===== src/rtl/tps_pkg.sv =====
// ----------------------------------------------------------------------------
// tps_pkg
// Shared constants, register codes and pipeline types of the terrain pixel
// shader.
// ----------------------------------------------------------------------------
package tps_pkg;

    localparam int NUM_BANDS       = 6;
    localparam int SHADES_PER_BAND = 40;
    localparam int BAND_BASE_INDEX = 4;
    localparam int SEA_LIT_INDEX   = 2;
    localparam int SEA_UNLIT_INDEX = 3;

    localparam int REG_IDX_W = 3;
    localparam logic [REG_IDX_W-1:0] REG_SEA_LEVEL       = 3'd0;
    localparam logic [REG_IDX_W-1:0] REG_HEIGHT_VARIANCE = 3'd1;
    localparam logic [REG_IDX_W-1:0] REG_CONTOUR_WEIGHT  = 3'd2;
    localparam logic [REG_IDX_W-1:0] REG_SHADE_CONTRAST  = 3'd3;
    localparam logic [REG_IDX_W-1:0] REG_LIGHT_COS       = 3'd4;
    localparam logic [REG_IDX_W-1:0] REG_LIGHT_SIN       = 3'd5;

    localparam int BAND_W  = (NUM_BANDS > 1) ? $clog2(NUM_BANDS) : 1;
    localparam int NB_W    = $clog2(NUM_BANDS + 1);
    localparam int SHADE_W = (SHADES_PER_BAND > 1) ? $clog2(SHADES_PER_BAND) : 1;
    localparam int SPB_W   = $clog2(SHADES_PER_BAND + 1);

    localparam int D_W        = 50;
    localparam int RAD_W      = 64;
    localparam int ROOT_W     = 32;
    localparam int SQ_REM_W   = 34;
    localparam int SQRT_STEPS = 32;
    localparam int DIVD_W     = 64;
    localparam int DIV_STEPS  = 48;
    localparam int DREM_W     = 50;
    localparam int NM_W       = 47;
    localparam int PROD_W     = 63;
    localparam int VC_W       = 47;
    localparam int EFF_W      = 50;
    localparam int EFFN_W     = EFF_W + NB_W;
    localparam int QM_W       = DIV_STEPS + SPB_W;
    localparam int MVAL_W     = QM_W - 23;

    localparam int PIPE_DEPTH = 4 + SQRT_STEPS + DIV_STEPS + 3;

    typedef struct packed {
        logic                    under_sea;
        logic [7:0]              sea_colour;
        logic                    lit;
        logic signed [31:0]      p;
        logic [D_W-1:0]          d;
        logic                    nneg;
        logic [PROD_W-1:0]       prod;
    } ctx_t;

    typedef struct packed {
        logic [SQ_REM_W-1:0] rem;
        logic [RAD_W-1:0]    rad;
        logic [ROOT_W-1:0]   root;
    } sqrt_lane_t;

    typedef struct packed {
        logic [DREM_W-1:0]    rem;
        logic [DIV_STEPS-1:0] nq;
        logic [DREM_W-1:0]    divisor;
    } div_lane_t;

endpackage


===== src/rtl/tps_sqrt_cell.sv =====
// ----------------------------------------------------------------------------
// tps_sqrt_cell
// One root bit of a digit-by-digit integer square root, registered.
// ----------------------------------------------------------------------------
module tps_sqrt_cell (
    input  logic                clk,
    input  logic                rst_n,
    input  logic                in_valid,
    input  tps_pkg::ctx_t       in_ctx,
    input  tps_pkg::sqrt_lane_t in_lane,
    output logic                out_valid,
    output tps_pkg::ctx_t       out_ctx,
    output tps_pkg::sqrt_lane_t out_lane
);

    logic                          valid_reg;
    tps_pkg::ctx_t                 ctx_reg;
    tps_pkg::sqrt_lane_t           lane_reg;
    tps_pkg::sqrt_lane_t           lane_next;
    logic [tps_pkg::SQ_REM_W+1:0]  acc;
    logic [tps_pkg::SQ_REM_W+1:0]  sub;
    logic                          ge;

    always_comb
    begin
        acc = {in_lane.rem, in_lane.rad[tps_pkg::RAD_W-1 -: 2]};
        sub = (tps_pkg::SQ_REM_W + 2)'({in_lane.root, 2'b01});
        ge  = (acc >= sub);
        lane_next.rad = {in_lane.rad[tps_pkg::RAD_W-3:0], 2'b00};
        if (ge)
        begin
            lane_next.rem  = tps_pkg::SQ_REM_W'(acc - sub);
            lane_next.root = {in_lane.root[tps_pkg::ROOT_W-2:0], 1'b1};
        end
        else
        begin
            lane_next.rem  = acc[tps_pkg::SQ_REM_W-1:0];
            lane_next.root = {in_lane.root[tps_pkg::ROOT_W-2:0], 1'b0};
        end
    end

    always_ff @(posedge clk or negedge rst_n)
    begin
        if (!rst_n)
        begin
            valid_reg <= 1'b0;
        end
        else
        begin
            valid_reg <= in_valid;
        end
    end

    always_ff @(posedge clk)
    begin
        ctx_reg  <= in_ctx;
        lane_reg <= lane_next;
    end

    assign out_valid = valid_reg;
    assign out_ctx   = ctx_reg;
    assign out_lane  = lane_reg;

endmodule


===== config.mk =====
export PLATFORM = sky130hd
export DESIGN_NAME = tps_sqrt_cell
export DESIGN_NICKNAME = d
export VERILOG_FILES = /design/src/rtl/tps_pkg.sv /design/src/rtl/tps_sqrt_cell.sv
export SDC_FILE = /design/constraint.sdc
export NUM_CORES = 1
export LEC_CHECK = 0
export ABC_AREA = 0
export BUFFER_PORTS_ARGS = -buffer_cell sky130_fd_sc_hd__buf_2
export CORE_AREA = 2 2 221 223
export CTS_CLUSTER_SIZE = 10
export DETAILED_ROUTE_END_ITERATION = 7
export DIE_AREA = 0 0 223 225
export PLACE_DENSITY = 0.46
export SLEW_MARGIN = 20
export SYNTH_ARGS = -nofsm -noshare
export SYNTH_HDL_FRONTEND = slang
export SYNTH_SLANG_ARGS = --single-unit

===== constraint.sdc =====
create_clock -name clk -period 0.8 [get_ports clk]
set_clock_uncertainty 0.05 [all_clocks]
set_input_delay 0.04 -clock clk [delete_from_list [all_inputs] [get_ports clk]]
set_output_delay 0.04 -clock clk [all_outputs]
set_load 0.03 [all_outputs]

== Word level (Yosys, flattened, before mapping) ==
Index checks and enable logic that the tools add are counted.

* Output and inout port bits: 287
* Register bits: 285
* Logic and storage cells: 15

* Order comparisons: 1
* Muxes and demuxes: 2
* Add/sub/neg operators: 1

{| class="wikitable"
|+ Operators by type and width
! operator !! number
|-
| 36-bit by 34-bit greater-or-equal comparator with 1-bit output || 1
|-
| 34-bit 2-to-1 mux || 1
|-
| 34-bit subtractor || 1
|-
| 1-bit 2-to-1 mux || 1
|}

== Longest topological paths before layout ==
* Depth after elaboration: 2
* Gate-level depth with buffers: 13
* Depth with buffers taken out: 10

== Worst setup path before layout ==
Ideal clock, no wire load.

* Kind: input port to flip-flop
* Start: input in_lane[9] (netlist name)
* End: register lane_reg, in the netlist out_lane[123]
* Data arrival time: 2.038 ns
* Path slack: -1.410 ns
* Library setup time: 0.121 ns
* Path buffers: 0
* Data required time: 0.629 ns
* Stages on the path: 10
* Path through: inv_1 -> ha_1 -> a21o_1 -> a31o_1 -> a211oi_4 -> o211ai_2 -> a21bo_2 -> mux2i_1 -> o221ai_1 -> mux2_4

{| class="wikitable"
|+ RTL lines
! item !! RTL line !! text
|-
| from (decl) || tps_sqrt_cell.sv:10 || <nowiki>input tps_pkg::sqrt_lane_t in_lane,</nowiki>
|-
| to (signal assigned) || tps_sqrt_cell.sv:57 || <nowiki>lane_reg <= lane_next;</nowiki>
|-
| to (decl) || tps_sqrt_cell.sv:18 || <nowiki>tps_pkg::sqrt_lane_t lane_reg;</nowiki>
|}

==> results.cfg <==
[final_layout]
seqCellArea_mm2 = 0.00607
fin_cells = 2325
n_fill_cell = 4505
final_nets = 2007
area_delta_synth_final_pct = 141
multi_input_area_mm2 = 0.00277
drive_gt1_frac = 0.680

[outcome]
violations = hold timing, setup timing
outcome = finished with violations

[critical_path]
crit_start = in_lane[7]
setup.worst_path.class = in -> reg
crit_slowest_cell = o41ai_2
start_kind = input pin
cp_cell_sequence = buf_8 > inv_6 > ha_4 > a21o_1 > o41ai_2 > o211ai_1 > a211oi_2 > o21a_4 > buf_12 > clkinv_8 > mux2_4
cp-end-kind = flip-flop
cpLargestDelayFamily = compound AO/OA/AOI/OAI gates
critPathRequiredTime_ps = 1170
critPathMaxStageDelay_ps = 350
worstPathMaxFanout = 8
cp.buffers_inverters = 4
cp.arrival_ps = 2170

[clock_tree]
clock-sinks = 285
cts_root_buf = clkbuf_16
numCtsBuffers = 38
cts_tree = built
cts_buffer_depth = 3
ctsHtreeMaxLevel = 2
clk_pin_slew_worst_paths_ps = 50

[place]
place_hpwl_um = 34700
dp_cells = 1953
place.port_buffers = 573
gp_congestion = 0.869
dp_slack_ps = -1800

[die]
fp-row-count = 80
core-area_mm2 = 0.0475
dieHeight_um = 225
start_util = 0.172
die_w_um = 223
io_pins = 576
die-area_mm2 = 0.0502

[timing]
fin_crit_sh = 2.25
rsz0062_at_grt = true
fmax_ghz = 0.556
period_needed_ps = 1800
setup_tns_ps = -109200
setup_viol = 320
whs_ps = -440
finalMaxSlewViolations = 0
hold_viol_final = 7
setup_ws_ps = -1000

[synth]
synth_top_area_frac = 0.695
ys_top_cells_by_area = dfxtp_1 69%, ha_1 5.2%, nand2_1 2.7%
async_flop_share = 0.00351
syn_inst = 664
ys_warn_count = 0
synth_edf_count = 0
seq_area_frac_synth = 0.698
yosys.area.top_type = dfxtp_1
yosys.cell_types.count = 63
postSynthAreaPerCell_um2 = 12.3
synth_seq_cells = 285
synth-main-ff-cell = dfxtp_1
syn-cell-area_mm2 = 0.00818

[detailed_routing]
drt-initial-drc-count = 220
vias = 8891
route.detailed.drc = 0
wl_per_cell_um = 20.3
ant_nets = 0
drt_wl_total_um = 47200
firstDrtPassIters = 4
vias_per_cell = 3.82

[global_routing]
antenna_found_initial = 17
grt_pass1_vias = 9750
grt.overflow.total = 0
grtUsageTotal = 0.182
grt_max_degree = 13
grt_pass1_wl_um = 66500

[power_and_ir_drop]
ir_drop_mv = 1.29
finalPower_mw = 42.2
cellLeakagePower_nw = 9.03
p_per_area_mw_per_mm2 = 2140

[flow_run]
maxCapViolations = 0

[hold_path]
min_path_type = in -> reg
worstHoldStart = in_lane[2]
area by class of cell:
type                    instances  share of cell area
clock inverters                 9             0.00463
multi-input cells             321               0.141
well taps                     615              0.0390
repair buffers                995               0.445
clock buffers                  48              0.0517
diodes                          9             0.00114
flip-flops and latches        285               0.308
inverters                      43             0.00997
flip-flops by register name (all words and copies together), names as in the netlist:
signal,count
out_ctx,156
out_valid,1
out_lane,128
per-stage QoR:
step / utilization / area [µm²]
floorplan: - / 8530
global placement: 0.271 / 12900
detailed placement: 0.271 / 12900
CTS: 0.409 / 19400
global route: 0.414 / 19700
finish: 0.415 / 19700
cells in the mapped netlist (all sizes together), types with 2 or more instances:
cell type,number
xor2,13
a31o,2
o41ai,3
dfxtp,284
nor3,10
nand3,6
mux2i,4
a21oi,28
o31ai,5
xnor2,14
nand2,58
buf,9
o31a,2
a211oi,2
o211ai,3
o221ai,2
inv,42
a21o,20
a21boi,2
nand2b,5
a31oi,5
ha,34
and2,5
nand4,7
nor2,18
o21a,3
clkbuf,7
o21ai,46
and3,5
power by group:
| part | total, mW | leakage (nW) | switching [mW] | internal (mW) |
|---|---|---|---|---|
| combinational | 10.5 | 6.07 | 5.16 | 5.31 |
| clock | 15.7 | 0.545 | 6.43 | 9.27 |
| sequential | 16.1 | 2.41 | 0.566 | 15.5 |
| total | 42.2 | 9.03 | 12.2 | 30.1 |
what timing repair did:
| action | CTS | global route |
|---|---|---|
| hold endpoints to repair | 286 | 15 |
| pin swaps | 40 | 22 |
| cloned | 3 | 1 |
| endpoints found under the setup margin | 320 | 320 |
| gates resized for setup | 939 | 51 |
| buffers inserted | 22 | 9 |
| hold buffers | 272 | 8 |
placed cells by master, fill, tap and decap left out, types with 3 or more instances in the layout:
master / count
a21o_1: 19
a21oi_1: 19
a21oi_2: 9
a31oi_1: 4
buf_2: 271
buf_4: 130
buf_6: 298
buf_8: 12
clkbuf_1: 8
clkbuf_16: 40
clkinv_2: 5
dfxtp_2: 282
diode_2: 9
dlygate4sd3_1: 280
ha_1: 11
ha_2: 3
ha_4: 20
inv_1: 28
inv_2: 10
mux2i_1: 3
nand2_1: 46
nand2_2: 8
nand2_4: 4
nand2b_1: 5
nand3_1: 6
nand4_1: 6
nor2_1: 15
nor2_2: 3
nor3_1: 8
o21ai_0: 11
o21ai_1: 26
o21ai_2: 8
o31ai_1: 3
xnor2_1: 13
xor2_1: 11
kinds of logic after synthesis:
group | Yosys count | synth area share
adders and majority gates | 34 | 0.0520
xor gates and xnor gates | 27 | 0.0289
muxes | 5 | 0.00673
buffers and inverters | 59 | 0.0315
AOI/OAI and AO/OA | 133 | 0.114
and+or+nand+nor | 120 | 0.0685
DFF | 285 | 0.698
other | 1 | 0.000458
final timing paths:
path	end	slack, ps	cells past startpoint
max in group asynchronous	out_valid	290	3
min in group asynchronous	out_valid	300	3
max	out_lane[123]	-1000	11
min	out_lane[3]	-440	1
layer usage:
metal | up-vias | GRT usage | share of wire
met5 | - | 0.0166 | 0.0034
met4 | 8 | 0.0825 | 0.044
met3 | 98 | 0.0549 | 0.069
met2 | 361 | 0.318 | 0.50
met1 | 4142 | 0.202 | 0.38
li1 | 4282 | - | -
Power figures use the tool's default switching activity.
