$ cat config.mk
export PLATFORM = sky130hd
export DESIGN_NAME = tps_div_cell
export DESIGN_NICKNAME = d
export VERILOG_FILES = /design/src/rtl/tps_pkg.sv /design/src/rtl/tps_div_cell.sv
export SDC_FILE = /design/constraint.sdc
export NUM_CORES = 1
export LEC_CHECK = 0
export ABC_AREA = 1
export ABC_CLOCK_PERIOD_IN_PS = 800
export BUFFER_PORTS_ARGS = -buffer_cell sky130_fd_sc_hd__buf_2
export CAP_MARGIN = 15
export CORE_AREA = 2 2 356 358
export CTS_BUF_LIST = sky130_fd_sc_hd__clkbuf_8
export DETAILED_ROUTE_END_ITERATION = 10
export DIE_AREA = 0 0 358 360
export GPL_TIMING_DRIVEN = 0
export SYNTH_ARGS = -nofsm -noshare
export SYNTH_HDL_FRONTEND = slang
export SYNTH_SLANG_ARGS = --single-unit
$ cat constraint.sdc
create_clock -name clk -period 0.8 [get_ports clk]
set_input_delay 0.16 -clock clk [delete_from_list [all_inputs] [get_ports clk]]
set_output_delay 0.16 -clock clk [all_outputs]
set_load 0.02 [all_outputs]
$ cat src/rtl/tps_pkg.sv
// ----------------------------------------------------------------------------
// tps_pkg
// Shared constants, register codes and pipeline types of the terrain pixel
// shader.
// ----------------------------------------------------------------------------
package tps_pkg;

    localparam int NUM_BANDS       = 6;
    localparam int SHADES_PER_BAND = 40;
    localparam int BAND_BASE_INDEX = 4;
    localparam int SEA_LIT_INDEX   = 2;
    localparam int SEA_UNLIT_INDEX = 3;

    localparam int REG_IDX_W = 3;
    localparam logic [REG_IDX_W-1:0] REG_SEA_LEVEL       = 3'd0;
    localparam logic [REG_IDX_W-1:0] REG_HEIGHT_VARIANCE = 3'd1;
    localparam logic [REG_IDX_W-1:0] REG_CONTOUR_WEIGHT  = 3'd2;
    localparam logic [REG_IDX_W-1:0] REG_SHADE_CONTRAST  = 3'd3;
    localparam logic [REG_IDX_W-1:0] REG_LIGHT_COS       = 3'd4;
    localparam logic [REG_IDX_W-1:0] REG_LIGHT_SIN       = 3'd5;

    localparam int BAND_W  = (NUM_BANDS > 1) ? $clog2(NUM_BANDS) : 1;
    localparam int NB_W    = $clog2(NUM_BANDS + 1);
    localparam int SHADE_W = (SHADES_PER_BAND > 1) ? $clog2(SHADES_PER_BAND) : 1;
    localparam int SPB_W   = $clog2(SHADES_PER_BAND + 1);

    localparam int D_W        = 50;
    localparam int RAD_W      = 64;
    localparam int ROOT_W     = 32;
    localparam int SQ_REM_W   = 34;
    localparam int SQRT_STEPS = 32;
    localparam int DIVD_W     = 64;
    localparam int DIV_STEPS  = 48;
    localparam int DREM_W     = 50;
    localparam int NM_W       = 47;
    localparam int PROD_W     = 63;
    localparam int VC_W       = 47;
    localparam int EFF_W      = 50;
    localparam int EFFN_W     = EFF_W + NB_W;
    localparam int QM_W       = DIV_STEPS + SPB_W;
    localparam int MVAL_W     = QM_W - 23;

    localparam int PIPE_DEPTH = 4 + SQRT_STEPS + DIV_STEPS + 3;

    typedef struct packed {
        logic                    under_sea;
        logic [7:0]              sea_colour;
        logic                    lit;
        logic signed [31:0]      p;
        logic [D_W-1:0]          d;
        logic                    nneg;
        logic [PROD_W-1:0]       prod;
    } ctx_t;

    typedef struct packed {
        logic [SQ_REM_W-1:0] rem;
        logic [RAD_W-1:0]    rad;
        logic [ROOT_W-1:0]   root;
    } sqrt_lane_t;

    typedef struct packed {
        logic [DREM_W-1:0]    rem;
        logic [DIV_STEPS-1:0] nq;
        logic [DREM_W-1:0]    divisor;
    } div_lane_t;

endpackage

$ cat src/rtl/tps_div_cell.sv
// ----------------------------------------------------------------------------
// tps_div_cell
// One quotient bit of two restoring divisions side by side, registered.
// ----------------------------------------------------------------------------
module tps_div_cell (
    input  logic               clk,
    input  logic               rst_n,
    input  logic               in_valid,
    input  tps_pkg::ctx_t      in_ctx,
    input  tps_pkg::div_lane_t in_t,
    input  tps_pkg::div_lane_t in_q,
    output logic               out_valid,
    output tps_pkg::ctx_t      out_ctx,
    output tps_pkg::div_lane_t out_t,
    output tps_pkg::div_lane_t out_q
);

    logic               valid_reg;
    tps_pkg::ctx_t      ctx_reg;
    tps_pkg::div_lane_t t_reg;
    tps_pkg::div_lane_t q_reg;

    function automatic tps_pkg::div_lane_t div_step(input tps_pkg::div_lane_t l);
        logic [tps_pkg::DREM_W:0] sh;
        logic                     ge;
        tps_pkg::div_lane_t       r;
        sh = {l.rem, l.nq[tps_pkg::DIV_STEPS-1]};
        ge = (sh >= {1'b0, l.divisor});
        r.divisor = l.divisor;
        r.nq      = {l.nq[tps_pkg::DIV_STEPS-2:0], ge};
        r.rem     = ge ? tps_pkg::DREM_W'(sh - {1'b0, l.divisor})
                       : sh[tps_pkg::DREM_W-1:0];
        return r;
    endfunction

    always_ff @(posedge clk or negedge rst_n)
    begin
        if (!rst_n)
        begin
            valid_reg <= 1'b0;
        end
        else
        begin
            valid_reg <= in_valid;
        end
    end

    always_ff @(posedge clk)
    begin
        ctx_reg <= in_ctx;
        t_reg   <= div_step(in_t);
        q_reg   <= div_step(in_q);
    end

    assign out_valid = valid_reg;
    assign out_ctx   = ctx_reg;
    assign out_t     = t_reg;
    assign out_q     = q_reg;

endmodule

Word level (Yosys, flattened, before mapping)
Cells that the tools add are included.
W data, S select, Z words.

operators by class
  add/subtract/negate cells = 2
  multiplexer cells = 2
  $lt $le $gt $ge = 2

operators by type and width
  cell              count
  $ge A51 B50 Y1    2
  $mux W50          2
  $sub A50 B50 Y50  2

storage, ports and cells
  input port bits = 455
  bits in registers = 453
  output and inout bits = 453
  word-level logic and storage cells = 20

Logic depth before layout (Yosys ltp)
Gate-level depths: netlist (run 1).

  word-level depth = 2
  gate-level depth with buffers = 16
  depth with buffers taken out = 16

Worst setup path after synthesis (run 1)
OpenSTA, ideal clock, no wires.

  path kind = input to register
  start point = in in_t[2] in the netlist's numbering
  end point = reg t_reg (netlist bit out_t[127])
  setup slack = -1100 ps
  arrival = 1787 ps
  cell stages on the path = 13
  setup time = 113 ps
  path buffers = 2
  data required time = 687 ps
  path through = inv_1 ha_1 nand2_1 nand2_1 or2_2 nand3_1 nand3b_2 nand2_2 nand3_2 buf_6 buf_6 nand2_1 nand2_1

on the way
  longest elaborated chain between the ends = 2
  elaborated cells on any way between the ends = 3
  classes of those cells = add/sub: 1; order compare: 1; mux: 1

ends and longest elaborated chain
  item                                                       RTL line                                RTL
  start, declared                                            tps_div_cell.sv:10                      input tps_pkg::div_lane_t in_t,
  $sub A50 B50 Y50 / $ge A51 B50 Y1 (equally long branches)  tps_div_cell.sv:31, tps_div_cell.sv:28
  $mux W50 *                                                 tps_div_cell.sv:31                      r.rem = ge ? tps_pkg::DREM_W'(sh - {1'b0, l.divisor})
  end signal, assigned                                       tps_div_cell.sv:51                      t_reg <= div_step(in_t);
  end, declared                                              tps_div_cell.sv:20                      tps_pkg::div_lane_t t_reg;

Every way passes the cells marked *; elsewhere a longest branch is shown, timed or not.

Final worst setup path (run 1)
  start point = reg ctx_reg (netlist bit out_ctx[26])
  end point = out out_ctx[26] in the netlist's numbering

RTL lines
  item                    RTL line            RTL
  start, declared         tps_div_cell.sv:19  tps_pkg::ctx_t ctx_reg;
  start signal, assigned  tps_div_cell.sv:50  ctx_reg <= in_ctx;
  end, declared           tps_div_cell.sv:13  output tps_pkg::ctx_t out_ctx,

No word-level cell between the ends.

==> flow_summary.json, run 1 <==
{
  "outcome": "complete, but fails checks",
  "violations": "negative hold slack, negative setup slack",
  "critPathTopFamily": "flip-flops",
  "path_clk_slew_ns": 0.07,
  "period_needed_ns": 1.53,
  "min_to": "out_q[33]",
  "slew_headroom": 0.727,
  "cts_tree": "yes",
  "arrival_ns": 1.37,
  "nNetsFinal": 5187,
  "ys_seq_area_frac": 0.459,
  "synthMuxAreaShare": 0,
  "initial_core_util": 0.158,
  "hp-start": "in_q[33]",
  "final_common_cell": "dlygate4sd3_1",
  "synth.distinct_cells": 35,
  "grt_max_degree": 15,
  "routed_wl_um": 148000,
  "grt_pass1_wl_um": 197000,
  "n_fill_cell": 12400,
  "worst_slew_pin_slew_ns": 0.410,
  "cts_sinks": 453,
  "cp.depth": 1,
  "powerDensity_mw_per_mm2": 1730,
  "synthXorXnorAreaFrac": 0.0253,
  "cts.htree.levels": 3,
  "ys_warn_count": 0,
  "portBuffers": 907,
  "dr.pass1.iters": 6,
  "routabilityCongestion": 0.932,
  "final_cell_area_mm2": 0.0462,
  "numCtsBuffers": 85,
  "ir_worst_vdd_uv": 1740,
  "syn_area_mm2": 0.0198,
  "dr.first_iter.drc_count": 1324,
  "max_freq_ghz": 0.653,
  "fp-row-count": 130,
  "slew_violations": 0,
  "path_class": "flop to primary output",
  "crit_fanout": 1,
  "synth_fp_nets": 3276,
  "final_cells": 6367,
  "die_x_um": 358,
  "dpl.hpwl_um": 114000,
  "min_path_type": "input pin to flop",
  "grt_pass1_vias": 26500,
  "drtAntennaViolNets": 0,
  "power_mw": 79.8,
  "setup_viol": 562,
  "overflow": 0,
  "cts_buffer_depth": 3,
  "critPathBufInv": 1,
  "critical_path_required_ns": 0.64,
  "die_height_um": 360,
  "remaining_drc_errors": 0,
  "worst_hold_slack_ns": -0.523,
  "end_kind": "primary output",
  "grt_usage": 0.220,
  "final_core_util": 0.370,
  "antenna_found_initial": 67,
  "core_region_area_mm2": 0.125,
  "synth_cells": 2719,
  "syn_area_per_cell_um2": 7.27,
  "layout-drive-gt1-share": 0.552,
  "synth_compound_gate_area_share": 0.0341,
  "critPathMaxStageDelay_ns": 0.42,
  "synthAdderAreaFrac": 0.0653,
  "layout_common_cells": "dlygate4sd3_1, nand2_1, inv_1",
  "placed_area_mm2": 0.0279,
  "pin_count": 908,
  "crit_path_start_kind": "flop",
  "synth_top_family_by_area": "simple AND/OR/NAND/NOR gates",
  "rsz0062_at_grt": "true",
  "placedCellCount": 5276,
  "final.period_utilization": 1.91,
  "finalHoldViolCount": 50,
  "place_ws_ns": -2.02,
  "holdPathStages": 1,
  "vias": 25400,
  "fin_ws_ns": -0.731,
  "root_buffer": "clkbuf_8",
  "routedWlPerCell_um": 23.3,
  "yosys_register_bits": 453,
  "cp_slowest_cell": "dfxtp_4",
  "viasPerCell": 3.99,
  "die_area_mm2": 0.129,
  "area_growth_pct": 134,
  "path_cells": "buf_12",
  "synth_simple_gate_area_frac": 0.294,
  "maxCapViolations": 0,
  "p_leak_nw": 22.0
}
-- sequential cells by signal, summed over array words and instances (netlist names) --
register / flops
out_q: 148
out_t: 148
out_ctx: 156
out_valid: 1
-- cells by family after synthesis --
kind of cell,count (synthesis)
compound gates,125
flops,453
fa+ha+maj,102
buf+inv,624
xor+xnor,57
simple gates,1358
-- power breakdown --
group,switching (mW),internal [mW],leakage (nW)
clock network,11.6,13.1,0.974
registers,1.19,25.0,3.84
logic,15.2,13.8,17.2
-- per-layer routing --
metal / track usage / vias up / routed length (um)
li1: - / 12000 / -
met1: 0.237 / 11900 / 54600
met2: 0.396 / 1047 / 74200
met3: 0.0639 / 305 / 11600
met4: 0.0959 / 36 / 7800
met5: 0 / - / 213
-- synthesized netlist by cell type (all sizes together) --
master / instances / share of area
a21oi: 53 / 0.014
and2: 6 / 0.0019
buf: 15 / 0.0064
clkbuf: 13 / 0.0025
dfrtp: 1 / 0.0013
dfxtp: 452 / 0.46
fa: 2 / 0.0020
ha: 100 / 0.063
inv: 596 / 0.11
nand2: 918 / 0.18
nand3: 114 / 0.034
nand3b: 33 / 0.013
nand4: 66 / 0.022
nor2: 200 / 0.042
nor3: 15 / 0.0038
nor4: 3 / 0.0016
o21a: 3 / 0.0011
o21ai: 59 / 0.015
o21bai: 10 / 0.0038
or2: 3 / 0.00095
xor2: 57 / 0.025
-- worst max path at each step --
stage	startpoint	end	slack [ns]
3_5_place_dp	in_t[28]	out_t[129]	-2.02
3_3_place_gp	in_t[28]	out_t[129]	-2.04
5_1_grt	out_ctx[26]	out_ctx[26]	-0.80
2_1_floorplan	in_t[38]	out_t[137]	-0.89
6_report	out_ctx[26]	out_ctx[26]	-0.73
4_1_cts	out_ctx[26]	out_ctx[26]	-0.82
-- stage by stage --
stage	TNS [ns]	hold WS, ns
after floorplan	-86.62	-0.136
after global placement	-183.22	-0.0649
final	-318.70	-0.523
after detailed placement	-181.24	-0.0641
after CTS	-354.99	-0.668
after global routing	-357.78	-0.616
-- what timing repair did --
item | 4_1_cts | 5_1_grt
endpoints found under the setup margin | 555 | 555
pin swaps | 217 | 243
gates resized for setup | 2209 | 439
hold endpoints to repair | 452 | 81
setup buffers | 165 | 61
hold buffers | 649 | 44
gates cloned | 14 | 2
-- final cells by class --
class,count,area [um2],area share
Tap cell,1650,2060,0.0447
Clock buffer,103,1420,0.0307
Timing Repair Buffer,1826,17300,0.375
Antenna cell,30,75.1,0.00163
Clock inverter,41,354,0.00767
Sequential cell,453,9690,0.210
Inverter,596,2350,0.0508
Multi-Input combinational cell,1642,12500,0.270
Buffer,26,445,0.00964
(Power assumes the default switching activity.)
==> run 2, diff against run 1 <==
Settings changed: CELL_PAD_IN_SITES_DETAIL_PLACEMENT set to 1, CELL_PAD_IN_SITES_GLOBAL_PLACEMENT set to 2, CORE_AREA 2 2 356 358 to 2 2 349 351, DIE_AREA 0 0 358 360 to 0 0 351 353, PLACE_DENSITY_LB_ADDON set to 0.1.
==> run 2 against run 1 <==
  * The run still ends with negative hold slack, negative setup slack left
  * Clock-buffer cell count is the same
  * Hold slack improved by 0.013 ns
  * Wire length increased by 1.2%
  * Cell area decreased by 0.25%
  * Sequential cell count unchanged
  * Global-route usage rose by 1.6 points
  * Non-clock buffer count up 38
  * Utilization increased by 1.2 points
  * Worst setup slack worse by 0.044 ns
  * Cell count about the same
  * Largest cell class unchanged
==> flow_summary.json, run 2 (synthesis gave the netlist of run 1 again) <==
{
  "grt_max_degree": 16,
  "n_fill_cell": 14000,
  "hp-start": "in_t[33]",
  "max_freq_ghz": 0.635,
  "dpl.hpwl_um": 117000,
  "path_clk_slew_ns": 0.07,
  "crit_start": "out_t[75]",
  "critPathBufInv": 1,
  "period_needed_ns": 1.58,
  "die_x_um": 351,
  "pin_count": 908,
  "portBuffers": 907,
  "nNetsFinal": 5230,
  "ir_worst_vdd_uv": 1100,
  "rsz0062_at_grt": "true",
  "finalHoldViolCount": 41,
  "viasPerCell": 3.92,
  "dr.pass1.iters": 4,
  "crit_fanout": 1,
  "crit_path_start_kind": "flop",
  "routed_wl_um": 150000,
  "routabilityCongestion": 1.01,
  "largest_reg_flops": 156,
  "power_mw": 78.7,
  "drtAntennaViolNets": 0,
  "cts_sinks": 453,
  "layout-drive-gt1-share": 0.540,
  "slew_violations": 0,
  "layout_common_cells": "dlygate4sd3_1, nand2_1, buf_6",
  "final.period_utilization": 1.97,
  "slew_headroom": 0.735,
  "maxCapViolations": 0,
  "vias": 25000,
  "remaining_drc_errors": 0,
  "critPathMaxStageDelay_ns": 0.46,
  "timing.setup.tns_ns": -322.14,
  "grt_pass1_vias": 27500,
  "overflow": 0,
  "initial_core_util": 0.164,
  "worst_slew_pin_slew_ns": 0.396,
  "grt_pass1_wl_um": 205000,
  "critPathTopFamily": "flip-flops",
  "place_ws_ns": -2.52,
  "path_class": "flop to primary output",
  "p_leak_nw": 22.2,
  "die_area_mm2": 0.124,
  "arrival_ns": 1.42,
  "fp-row-count": 128,
  "violations": "negative hold slack, negative setup slack",
  "min_to": "out_t[33]",
  "holdPathStages": 1,
  "setup_viol": 556,
  "end_kind": "primary output",
  "cp_slowest_cell": "dfxtp_4",
  "path_cells": "buf_6",
  "die_height_um": 353,
  "area_growth_pct": 133,
  "min_path_type": "input pin to flop",
  "dr.first_iter.drc_count": 843,
  "worst_hold_slack_ns": -0.510,
  "cts_buffer_depth": 3,
  "fin_ws_ns": -0.775,
  "cts.htree.levels": 3,
  "antenna_found_initial": 61,
  "final_common_cell": "dlygate4sd3_1",
  "grt_usage": 0.236,
  "cts_tree": "yes",
  "root_buffer": "clkbuf_8",
  "numCtsBuffers": 90,
  "core_region_area_mm2": 0.121,
  "routedWlPerCell_um": 23.6,
  "critical_path_required_ns": 0.64,
  "outcome": "complete, but fails checks",
  "powerDensity_mw_per_mm2": 1710
}
[run 2: cell types whose count changed in the layout (fill, tap and decap cells not counted), moves of 9 or more]
cell / before / now
dfxtp_4: 21 / 35
buf_6: 434 / 506
nand2_1: 576 / 611
diode_2: 30 / 15
nand2_2: 205 / 176
dlygate4sd3_1: 693 / 702
dfxtp_2: 431 / 417
inv_1: 453 / 483
inv_2: 126 / 113
buf_8: 94 / 33
[run 2: how the worst max path moves through the flow]
stage                       to  slack (ns)  cells past startpoint
global route         out_t[75]       -0.84                      1
finish               out_t[75]       -0.78                      1
floorplan           out_t[137]       -0.89                     14
CTS                  out_t[75]       -0.84                      1
global placement    out_t[117]       -2.51                     15
detailed placement  out_t[118]       -2.52                     15
[run 2: repair_timing]
| item | 4_1_cts | 5_1_grt |
|---|---|---|
| setup buffers | 194 | 64 |
| gates cloned | 14 | 4 |
| resized for setup | 2152 | 340 |
| hold endpoints to repair | 452 | 80 |
| hold buffers | 660 | 43 |
| pin swaps | 210 | 181 |
| setup endpoints to repair | 555 | 555 |
[run 2: per-layer routing]
layer | global-route usage | up-vias | share of wire
met3 | 0.0617 | 221 | 0.065
met2 | 0.423 | 711 | 0.50
met1 | 0.273 | 11900 | 0.40
met4 | 0.0679 | 24 | 0.028
li1 | - | 12100 | -
met5 | 0 | - | 0.0011
[run 2: stage by stage]
| stage | hold slack, ns | instances | area (um2) | utilization |
|---|---|---|---|---|
| global route | -0.555 | 6363 | 46000 | 0.382 |
| finish | -0.510 | 6371 | 46100 | 0.382 |
| detailed placement | -0.0570 | 5251 | 27900 | 0.231 |
| CTS | -0.612 | 6264 | 44200 | 0.366 |
| floorplan | -0.136 | 2719 | 21300 | - |
| global placement | -0.0580 | 5251 | 27900 | 0.231 |
[run 2: area by class of cell]
type	count	area [um2]	share of cell area
repair buffers	1868	17500	0.380
clock inverters	47	328	0.00712
inverters	596	2330	0.0505
multi-input cells	1642	12300	0.266
well taps	1625	2030	0.0441
flip-flops and latches	453	9730	0.211
plain buffers	22	443	0.00961
diodes	15	37.5	0.000815
clock buffers	103	1420	0.0308
[run 2: where the power goes]
part | leakage (nW) | switching [mW] | internal (mW)
registers | 3.84 | 1.22 | 24.9
logic | 17.3 | 14.6 | 13.6
clock network | 0.995 | 11.9 | 12.5
total | 22.2 | 27.6 | 51.1
